`src/wheel_sensor_debounce_tachometer_macros.svh`:
```
// Assertion macros of the wheel sensor debounce and tachometer RTL.
`ifndef WHEEL_SENSOR_DEBOUNCE_TACHOMETER_MACROS_SVH
`define WHEEL_SENSOR_DEBOUNCE_TACHOMETER_MACROS_SVH

// Same-cycle implication, disabled during reset.
`define WSDT_ASSERT_SAME(lbl, clk, rst_n, ante, cons) \
	lbl: assert property (@(posedge clk) disable iff (!rst_n) (ante) |-> (cons)) \
		else $error("wsdt assertion failed");

// Next-cycle implication, disabled during reset.
`define WSDT_ASSERT_NEXT(lbl, clk, rst_n, ante, cons) \
	lbl: assert property (@(posedge clk) disable iff (!rst_n) (ante) |=> (cons)) \
		else $error("wsdt assertion failed");

`endif

```
`src/wsdt_pkg.sv`:
```
// Types and constants of the wheel sensor debounce and tachometer.
package wsdt_pkg;

	localparam int unsigned PADDR_W = 4;

	localparam logic [7:0]  DEBOUNCE_LIMIT_RST = 8'd3;
	localparam logic [7:0]  RUN_LENGTH_CAP_RST = 8'd99;
	localparam logic [15:0] WINDOW_TICKS_RST   = 16'd2000;

	typedef enum logic [1:0] {
		REG_DEBOUNCE_LIMIT = 2'd0,
		REG_RUN_LENGTH_CAP = 2'd1,
		REG_WINDOW_TICKS   = 2'd2
	} reg_idx_t;

	typedef struct packed {
		logic [7:0]  debounce_limit;
		logic [7:0]  run_length_cap;
		logic [15:0] window_ticks;
	} cfg_t;

	typedef struct packed {
		logic        debounced_active;
		logic        wheel_pulse;
		logic [7:0]  inactive_run_length;
		logic [7:0]  active_run_length;
		logic [15:0] speed_count;
		logic        window_done;
	} res_t;

endpackage

```
`src/wsdt_regs.sv`:
```
// APB configuration registers of the wheel sensor debounce and tachometer.
module wsdt_regs
	import wsdt_pkg::*;
(
	input  logic               clk,
	input  logic               arst_n,
	input  logic               psel,
	input  logic               penable,
	input  logic               pwrite,
	input  logic [PADDR_W-1:0] paddr,
	input  logic [31:0]        pwdata,
	output logic [31:0]        prdata,
	output logic               pready,
	output cfg_t               cfg
);

	cfg_t     cfg_q;
	reg_idx_t idx;
	logic     wr;

	assign idx    = reg_idx_t'(paddr[PADDR_W-1:2]);
	assign wr     = psel && penable && pwrite;
	assign pready = 1'b1;
	assign cfg    = cfg_q;

	always_ff @(posedge clk or negedge arst_n) begin
		if (!arst_n) begin
			cfg_q.debounce_limit <= DEBOUNCE_LIMIT_RST;
			cfg_q.run_length_cap <= RUN_LENGTH_CAP_RST;
			cfg_q.window_ticks   <= WINDOW_TICKS_RST;
		end else if (wr) begin
			unique case (idx)
				REG_DEBOUNCE_LIMIT: cfg_q.debounce_limit <= pwdata[7:0];
				REG_RUN_LENGTH_CAP: cfg_q.run_length_cap <= pwdata[7:0];
				REG_WINDOW_TICKS:   cfg_q.window_ticks   <= pwdata[15:0];
				default: ;
			endcase
		end
	end

	always_comb begin
		unique case (idx)
			REG_DEBOUNCE_LIMIT: prdata = {24'd0, cfg_q.debounce_limit};
			REG_RUN_LENGTH_CAP: prdata = {24'd0, cfg_q.run_length_cap};
			REG_WINDOW_TICKS:   prdata = {16'd0, cfg_q.window_ticks};
			default:            prdata = 32'd0;
		endcase
	end

endmodule

```
`src/wsdt_core.sv`:
```
// Debounce integrator, run-length meter and speed window state with next-word logic.
`include "wheel_sensor_debounce_tachometer_macros.svh"

module wsdt_core
	import wsdt_pkg::*;
(
	input  logic clk,
	input  logic arst_n,
	input  logic advance,
	input  logic pin_level,
	input  cfg_t cfg,
	output res_t res
);

	logic [7:0]  integrator_q, integrator_d;
	logic        debounced_q, debounced_d;
	logic        last_active_q, last_active_d;
	logic [7:0]  run_q, run_d;
	logic [7:0]  inactive_run_q, inactive_run_d;
	logic [7:0]  active_run_q, active_run_d;
	logic [15:0] tick_q, tick_d;
	logic [15:0] pulse_cnt_q, pulse_cnt_d;
	logic [15:0] speed_q, speed_d;

	logic        active;
	logic        pulse;
	logic        done;
	logic [7:0]  run_inc;
	logic [15:0] pulse_inc;
	logic [16:0] tick_inc;

	assign active = !pin_level;

	always_comb begin
		integrator_d = integrator_q;
		debounced_d  = debounced_q;
		pulse        = 1'b0;
		if (active) begin
			if (integrator_q < cfg.debounce_limit) begin
				integrator_d = integrator_q + 8'd1;
				if (integrator_d == cfg.debounce_limit && !debounced_q) begin
					debounced_d = 1'b1;
					pulse       = 1'b1;
				end
			end
		end else if (integrator_q != 8'd0) begin
			integrator_d = integrator_q - 8'd1;
			if (integrator_d == 8'd0) begin
				debounced_d = 1'b0;
			end
		end
	end

	// Latch into the output of the level that is running (or just ended).
	always_comb begin
		run_inc        = (run_q < cfg.run_length_cap) ? run_q + 8'd1 : run_q;
		run_d          = run_inc;
		last_active_d  = last_active_q;
		inactive_run_d = inactive_run_q;
		active_run_d   = active_run_q;
		if (active == last_active_q) begin
			if (run_inc == cfg.run_length_cap) begin
				if (last_active_q) begin
					active_run_d = run_inc;
				end else begin
					inactive_run_d = run_inc;
				end
			end
		end else begin
			if (last_active_q) begin
				active_run_d = run_q;
			end else begin
				inactive_run_d = run_q;
			end
			last_active_d = active;
			run_d         = 8'd1;
		end
	end

	always_comb begin
		pulse_inc = pulse ? pulse_cnt_q + 16'd1 : pulse_cnt_q;
		tick_inc  = {1'b0, tick_q} + 17'd1;
		done      = tick_inc >= {1'b0, cfg.window_ticks};
		if (done) begin
			speed_d     = pulse_inc;
			pulse_cnt_d = 16'd0;
			tick_d      = 16'd0;
		end else begin
			speed_d     = speed_q;
			pulse_cnt_d = pulse_inc;
			tick_d      = tick_inc[15:0];
		end
	end

	always_ff @(posedge clk or negedge arst_n) begin
		if (!arst_n) begin
			integrator_q   <= '0;
			debounced_q    <= 1'b0;
			last_active_q  <= 1'b0;
			run_q          <= '0;
			inactive_run_q <= '0;
			active_run_q   <= '0;
			tick_q         <= '0;
			pulse_cnt_q    <= '0;
			speed_q        <= '0;
		end else if (advance) begin
			integrator_q   <= integrator_d;
			debounced_q    <= debounced_d;
			last_active_q  <= last_active_d;
			run_q          <= run_d;
			inactive_run_q <= inactive_run_d;
			active_run_q   <= active_run_d;
			tick_q         <= tick_d;
			pulse_cnt_q    <= pulse_cnt_d;
			speed_q        <= speed_d;
		end
	end

	always_comb begin
		res.debounced_active    = debounced_d;
		res.wheel_pulse         = pulse;
		res.inactive_run_length = inactive_run_d;
		res.active_run_length   = active_run_d;
		res.speed_count         = speed_d;
		res.window_done         = done;
	end

	`WSDT_ASSERT_SAME(a_deb_needs_integ, clk, arst_n, debounced_q, integrator_q != 8'd0)
	`WSDT_ASSERT_NEXT(a_pulse_sets_deb, clk, arst_n, advance && pulse, debounced_q)
	`WSDT_ASSERT_NEXT(a_done_clears, clk, arst_n, advance && done,
		tick_q == 16'd0 && pulse_cnt_q == 16'd0)
	`WSDT_ASSERT_NEXT(a_hold_idle, clk, arst_n, !advance,
		$stable(integrator_q) && $stable(tick_q) && $stable(run_q))

endmodule

```
`src/wheel_sensor_debounce_tachometer.sv`:
```
// Top level of the wheel sensor debounce and tachometer.
//
// Takes one sampled pin level per word and returns one result word per input word. A new
// word is accepted on every clock while the output side keeps up. An accepted word waits in
// the input register; the next free edge loads the result register through the combinational
// debounce, run-length and speed-window update, so a word passes the input register and then
// the result register before its result is offered. With both registers full,
// in_ready follows out_ready, so the next word is taken in the same cycle a waiting result
// is taken.
// Registers: debounce_limit at 0x0, run_length_cap at 0x4, window_ticks at 0x8; write
// them only while no word is in flight.
module wheel_sensor_debounce_tachometer
	import wsdt_pkg::*;
(
	input  logic               clk,
	input  logic               arst_n,
	input  logic               psel,
	input  logic               penable,
	input  logic               pwrite,
	input  logic [PADDR_W-1:0] paddr,
	input  logic [31:0]        pwdata,
	output logic [31:0]        prdata,
	output logic               pready,
	input  logic               in_valid,
	output logic               in_ready,
	input  logic               pin_level,
	output logic               out_valid,
	input  logic               out_ready,
	output logic               debounced_active,
	output logic               wheel_pulse,
	output logic [7:0]         inactive_run_length,
	output logic [7:0]         active_run_length,
	output logic [15:0]        speed_count,
	output logic               window_done
);

	cfg_t cfg;
	res_t res;
	res_t res_s2;
	logic valid_s1_q;
	logic pin_s1;
	logic valid_s2_q;
	logic advance;

	wsdt_regs u_regs (
		.clk     (clk),
		.arst_n  (arst_n),
		.psel    (psel),
		.penable (penable),
		.pwrite  (pwrite),
		.paddr   (paddr),
		.pwdata  (pwdata),
		.prdata  (prdata),
		.pready  (pready),
		.cfg     (cfg)
	);

	wsdt_core u_core (
		.clk       (clk),
		.arst_n    (arst_n),
		.advance   (advance),
		.pin_level (pin_s1),
		.cfg       (cfg),
		.res       (res)
	);

	// Move the input word into the result register when that slot is free or draining.
	assign advance  = valid_s1_q && (!valid_s2_q || out_ready);
	assign in_ready = !valid_s1_q || advance;

	always_ff @(posedge clk or negedge arst_n) begin
		if (!arst_n) begin
			valid_s1_q <= 1'b0;
			valid_s2_q <= 1'b0;
		end else begin
			if (in_valid && in_ready) begin
				valid_s1_q <= 1'b1;
			end else if (advance) begin
				valid_s1_q <= 1'b0;
			end
			if (advance) begin
				valid_s2_q <= 1'b1;
			end else if (out_ready) begin
				valid_s2_q <= 1'b0;
			end
		end
	end

	always_ff @(posedge clk) begin
		if (in_valid && in_ready) begin
			pin_s1 <= pin_level;
		end
		if (advance) begin
			res_s2 <= res;
		end
	end

	assign out_valid           = valid_s2_q;
	assign debounced_active    = res_s2.debounced_active;
	assign wheel_pulse         = res_s2.wheel_pulse;
	assign inactive_run_length = res_s2.inactive_run_length;
	assign active_run_length   = res_s2.active_run_length;
	assign speed_count         = res_s2.speed_count;
	assign window_done         = res_s2.window_done;

endmodule

```
`config.mk`:
```
export PLATFORM = sky130hd
export DESIGN_NAME = wheel_sensor_debounce_tachometer
export DESIGN_NICKNAME = d
export VERILOG_FILES = /design/src/wsdt_pkg.sv /design/src/wsdt_regs.sv /design/src/wsdt_core.sv /design/src/wheel_sensor_debounce_tachometer.sv
export VERILOG_INCLUDE_DIRS = /design/src /design/src/src
export SDC_FILE = /design/constraint.sdc
export NUM_CORES = 1
export LEC_CHECK = 0
export BUFFER_PORTS_ARGS = -buffer_cell sky130_fd_sc_hd__buf_2
export CAP_MARGIN = 20
export CORE_MARGIN = 2
export CORE_UTILIZATION = 25
export DETAILED_ROUTE_END_ITERATION = 10
export GPL_TIMING_DRIVEN = 0
export PLACE_DENSITY = 0.4
export SETUP_SLACK_MARGIN = 0.4
export SKIP_LAST_GASP = 1
export SYNTH_ARGS = -nofsm -noshare
export SYNTH_HDL_FRONTEND = slang
export SYNTH_SLANG_ARGS = --single-unit
```
`constraint.sdc`:
```
create_clock -name clk -period 5.1 [get_ports clk]
set_clock_uncertainty 0.15 [all_clocks]
set_input_delay 0.765 -clock clk [delete_from_list [all_inputs] [get_ports clk]]
set_output_delay 0.765 -clock clk [all_outputs]
set_load 0.03 [all_outputs]
```
==> results.toml <==
[sta]
hold_violations = 0
final_max_slew_viol_count = 0
min_period_over_period_pct = 85.6
timing.final.ws_setup_ns = 0.734
setup_viol = 0
tightest_slew_ns = 0.896
fmax_ghz = 0.229
min_period_ns = 4.37
slew_headroom_pct = 40.3
grt_setup_unrepaired = "yes"

[worst_setup_path]
required_ns = 5.11
startpoint_type = "flop"
cp_data_arrival_time_ns = 4.38
r2r_setup_slack_ns = 0.73
criticalPathCategory = "flop to flop"
cp-end-kind = "flop"
critPathMaxFanout = 10

[cells_and_area]
final.fill_count = 4037
fin_nets = 1237
multiInputGateArea_um2 = 4990
syn2layout_area_growth_pct = 19.6
fin_area_um2 = 11300
final_layout_size_suffix_gt1_share_pct = 17.6
insertedDiodeCount = 0
seq_area_um2 = 4000
stdcell_count = 1679

[synth]
yosys.area.top_type_share_pct = 27.7
netlist_area_um2 = 9410
ys_types = 78
synthCells = 1037
yosys_warnings = 0
yosysMostFrequentCell = "nand2_1"
ys_top_cells_by_area = "dfrtp_1 28%, edfxtp_1 11%, nand2_1 5.4%"
ys_seq_area_share_pct = 42.5
synth_flop_cell = "dfrtp_1"
synth_top_cell_by_area = "dfrtp_1"
ys_seq_elements = 152
synth_area_per_cell_um2 = 9.07
synth_async_sr_flop_share_pct = 76.3
synth_edf_count = 36
synth_common_cells = "136 x nand2_1, 104 x dfrtp_1, 74 x o21ai_0, 66 x nor2_1, 52 x nand3_1"

[cts]
cts.sinks = 152
htreeDepth = 4
cts_made_buffers = 17
insertion_delay_ns = 0.44
cts_buffer_depth = 2
cts_root_buf = "clkbuf_16"
cts_hold_buf = 0
clk_pin_slew_worst_paths_ns = 0.07
cts_tree = "done"

[global_route]
antenna_found_initial = 0
grt_pass1_wl_um = 47800
grt_pass1_vias = 8144
grt_usage_pct = 16.0
grt_max_degree = 60
globalRouteOverflowTotal = 0

[route]
drtPass1Iterations = 4
drc = 0
routedWlPerCell_um = 17.9
via_count = 8122
via_per_inst = 4.84
ant_nets = 0
finalWirelength_um = 30000
drt_iter0_drc = 451

[floorplan]
row_count = 71
dieHeight_um = 198
core_um2 = 37400
initial_core_util_pct = 25.2
die_w_um = 198
dieArea_um2 = 39200
io_pins = 114

[placed_design]
dp.cells = 1643
dpl.hpwl_um = 21800
place_ws_ns = -0.354
routabilityCongestion = 0.817
placed_area_um2 = 10600
portBuffers = 78

[outcome]
status = "complete, no violations"

[pwr]
cellPowerDensity_nw_per_um2 = 404
vdd_drop_max_v = 0.000243
p_leak_nw = 4.79

[min_path]
min_path_type = "primary input to async pin"

[run]
maxCapViolations = 0
[power by group]
group | internal [mW] | leakage, nW | switching, mW
clock network | 0.726 | 0.274 | 0.577
registers | 1.50 | 1.76 | 0.202
logic | 0.585 | 2.76 | 0.957
[cells by family after synthesis]
logic type | Yosys count | synth area share (%)
simple gates | 404 | 21.3
compound gates | 238 | 16.8
flops | 152 | 42.5
buf+inv | 123 | 5.88
xor+xnor | 43 | 4.15
fa+ha+maj | 38 | 5.05
mux | 37 | 4.23
other cells | 2 | 0.0798
[state kept, by name, indices dropped and copies added (netlist names), 8 cells and up]
signal	cells
inactive_run_length	8
u_core.integrator_q	8
u_regs.cfg	32
active_run_length	8
u_core.active_run_q	8
u_core.tick_q	16
u_core.run_q	8
u_core.pulse_cnt_q	16
u_core.inactive_run_q	8
speed_count	16
u_core.speed_q	16
[cell usage in the layout, fill, tap and decap left out, drive strengths merged, types with 12 or more instances in the layout]
cell type	instances
nand2	136
buf	114
dfrtp	104
o21ai	75
nor2	66
clkbuf	64
nand3	52
inv	49
ha	38
edfxtp	36
a31oi	35
nor3	35
xnor2	32
a21oi	28
mux2i	21
o211ai	21
and2	19
conb	17
or4	17
o31ai	16
mux2	16
and3	15
a21o	13
dfstp	12
[path summary, 6_finish.rpt]
check / cells past startpoint / to / from
max: 16 / speed_count[6] / u_core.tick_q[0]
min: 1 / u_core.inactive_run_q[1] / arst_n
max reg2reg: 16 / speed_count[6] / u_core.tick_q[0]
min reg2reg: 2 / u_core.speed_q[1] / u_core.speed_q[1]
max in group asynchronous: 2 / u_regs.cfg[10] / arst_n
min in group clk: 2 / u_core.speed_q[1] / u_core.speed_q[1]
[area by class of cell]
| cell class | count | area share [%] |
|---|---|---|
| multi-input combinational | 777 | 44.3 |
| timing repair buffer | 83 | 4.21 |
| clock buffer | 19 | 3.85 |
| timing repair inverter | 1 | 0.0445 |
| buffer | 76 | 3.49 |
| sequential | 152 | 35.5 |
| clock inverter | 13 | 1.27 |
| tap | 511 | 5.68 |
| inverter | 47 | 1.60 |
[per-layer routing]
metal | up-vias | GRT usage [%] | part of all wire [%]
li1 | 3969 | - | -
met1 | 3986 | 20.6 | 46
met2 | 136 | 27.7 | 50
met3 | 31 | 2.64 | 2.7
met4 | 0 | 4.48 | 1.7
met5 | - | 0 | 0
[metrics by stage]
stage | hold slack [ns] | total power, mW | setup TNS, ns | util (%)
after floorplan | 0.301 | 2.80 | 0 | -
after global placement | 0.314 | 3.26 | -6.57 | 28.1
after detailed placement | 0.327 | 3.27 | -7.15 | 28.2
after CTS | 0.188 | 4.61 | 0 | 29.9
after global routing | 0.211 | 4.87 | 0 | 30.1
final | 0.175 | 4.55 | 0 | 30.1
[repair_timing]
item / CTS / global route
setup endpoints to repair: 65 / 56
setup buffers: 0 / 3
gates cloned: 0 / 1
gates resized for setup: 9 / 21
pin swaps: 1 / 3
[worst max-delay path: stages, from the launching register on]
cell	delay, ns
dfrtp_2	0.42
ha_2	0.23
nand3_2	0.15
nor4_4	0.29
nand3_2	0.19
nor2_1	0.17
xor2_1	0.10
ha_1	0.28
nand2_1	0.11
or4_1	0.55
or3_1	0.42
o211ai_1	0.13
o21bai_4	0.22
nor2_4	0.13
clkbuf_2	0.28
nand2_1	0.12
nand3_1	0.14
Power figures use the tool's default switching activity.
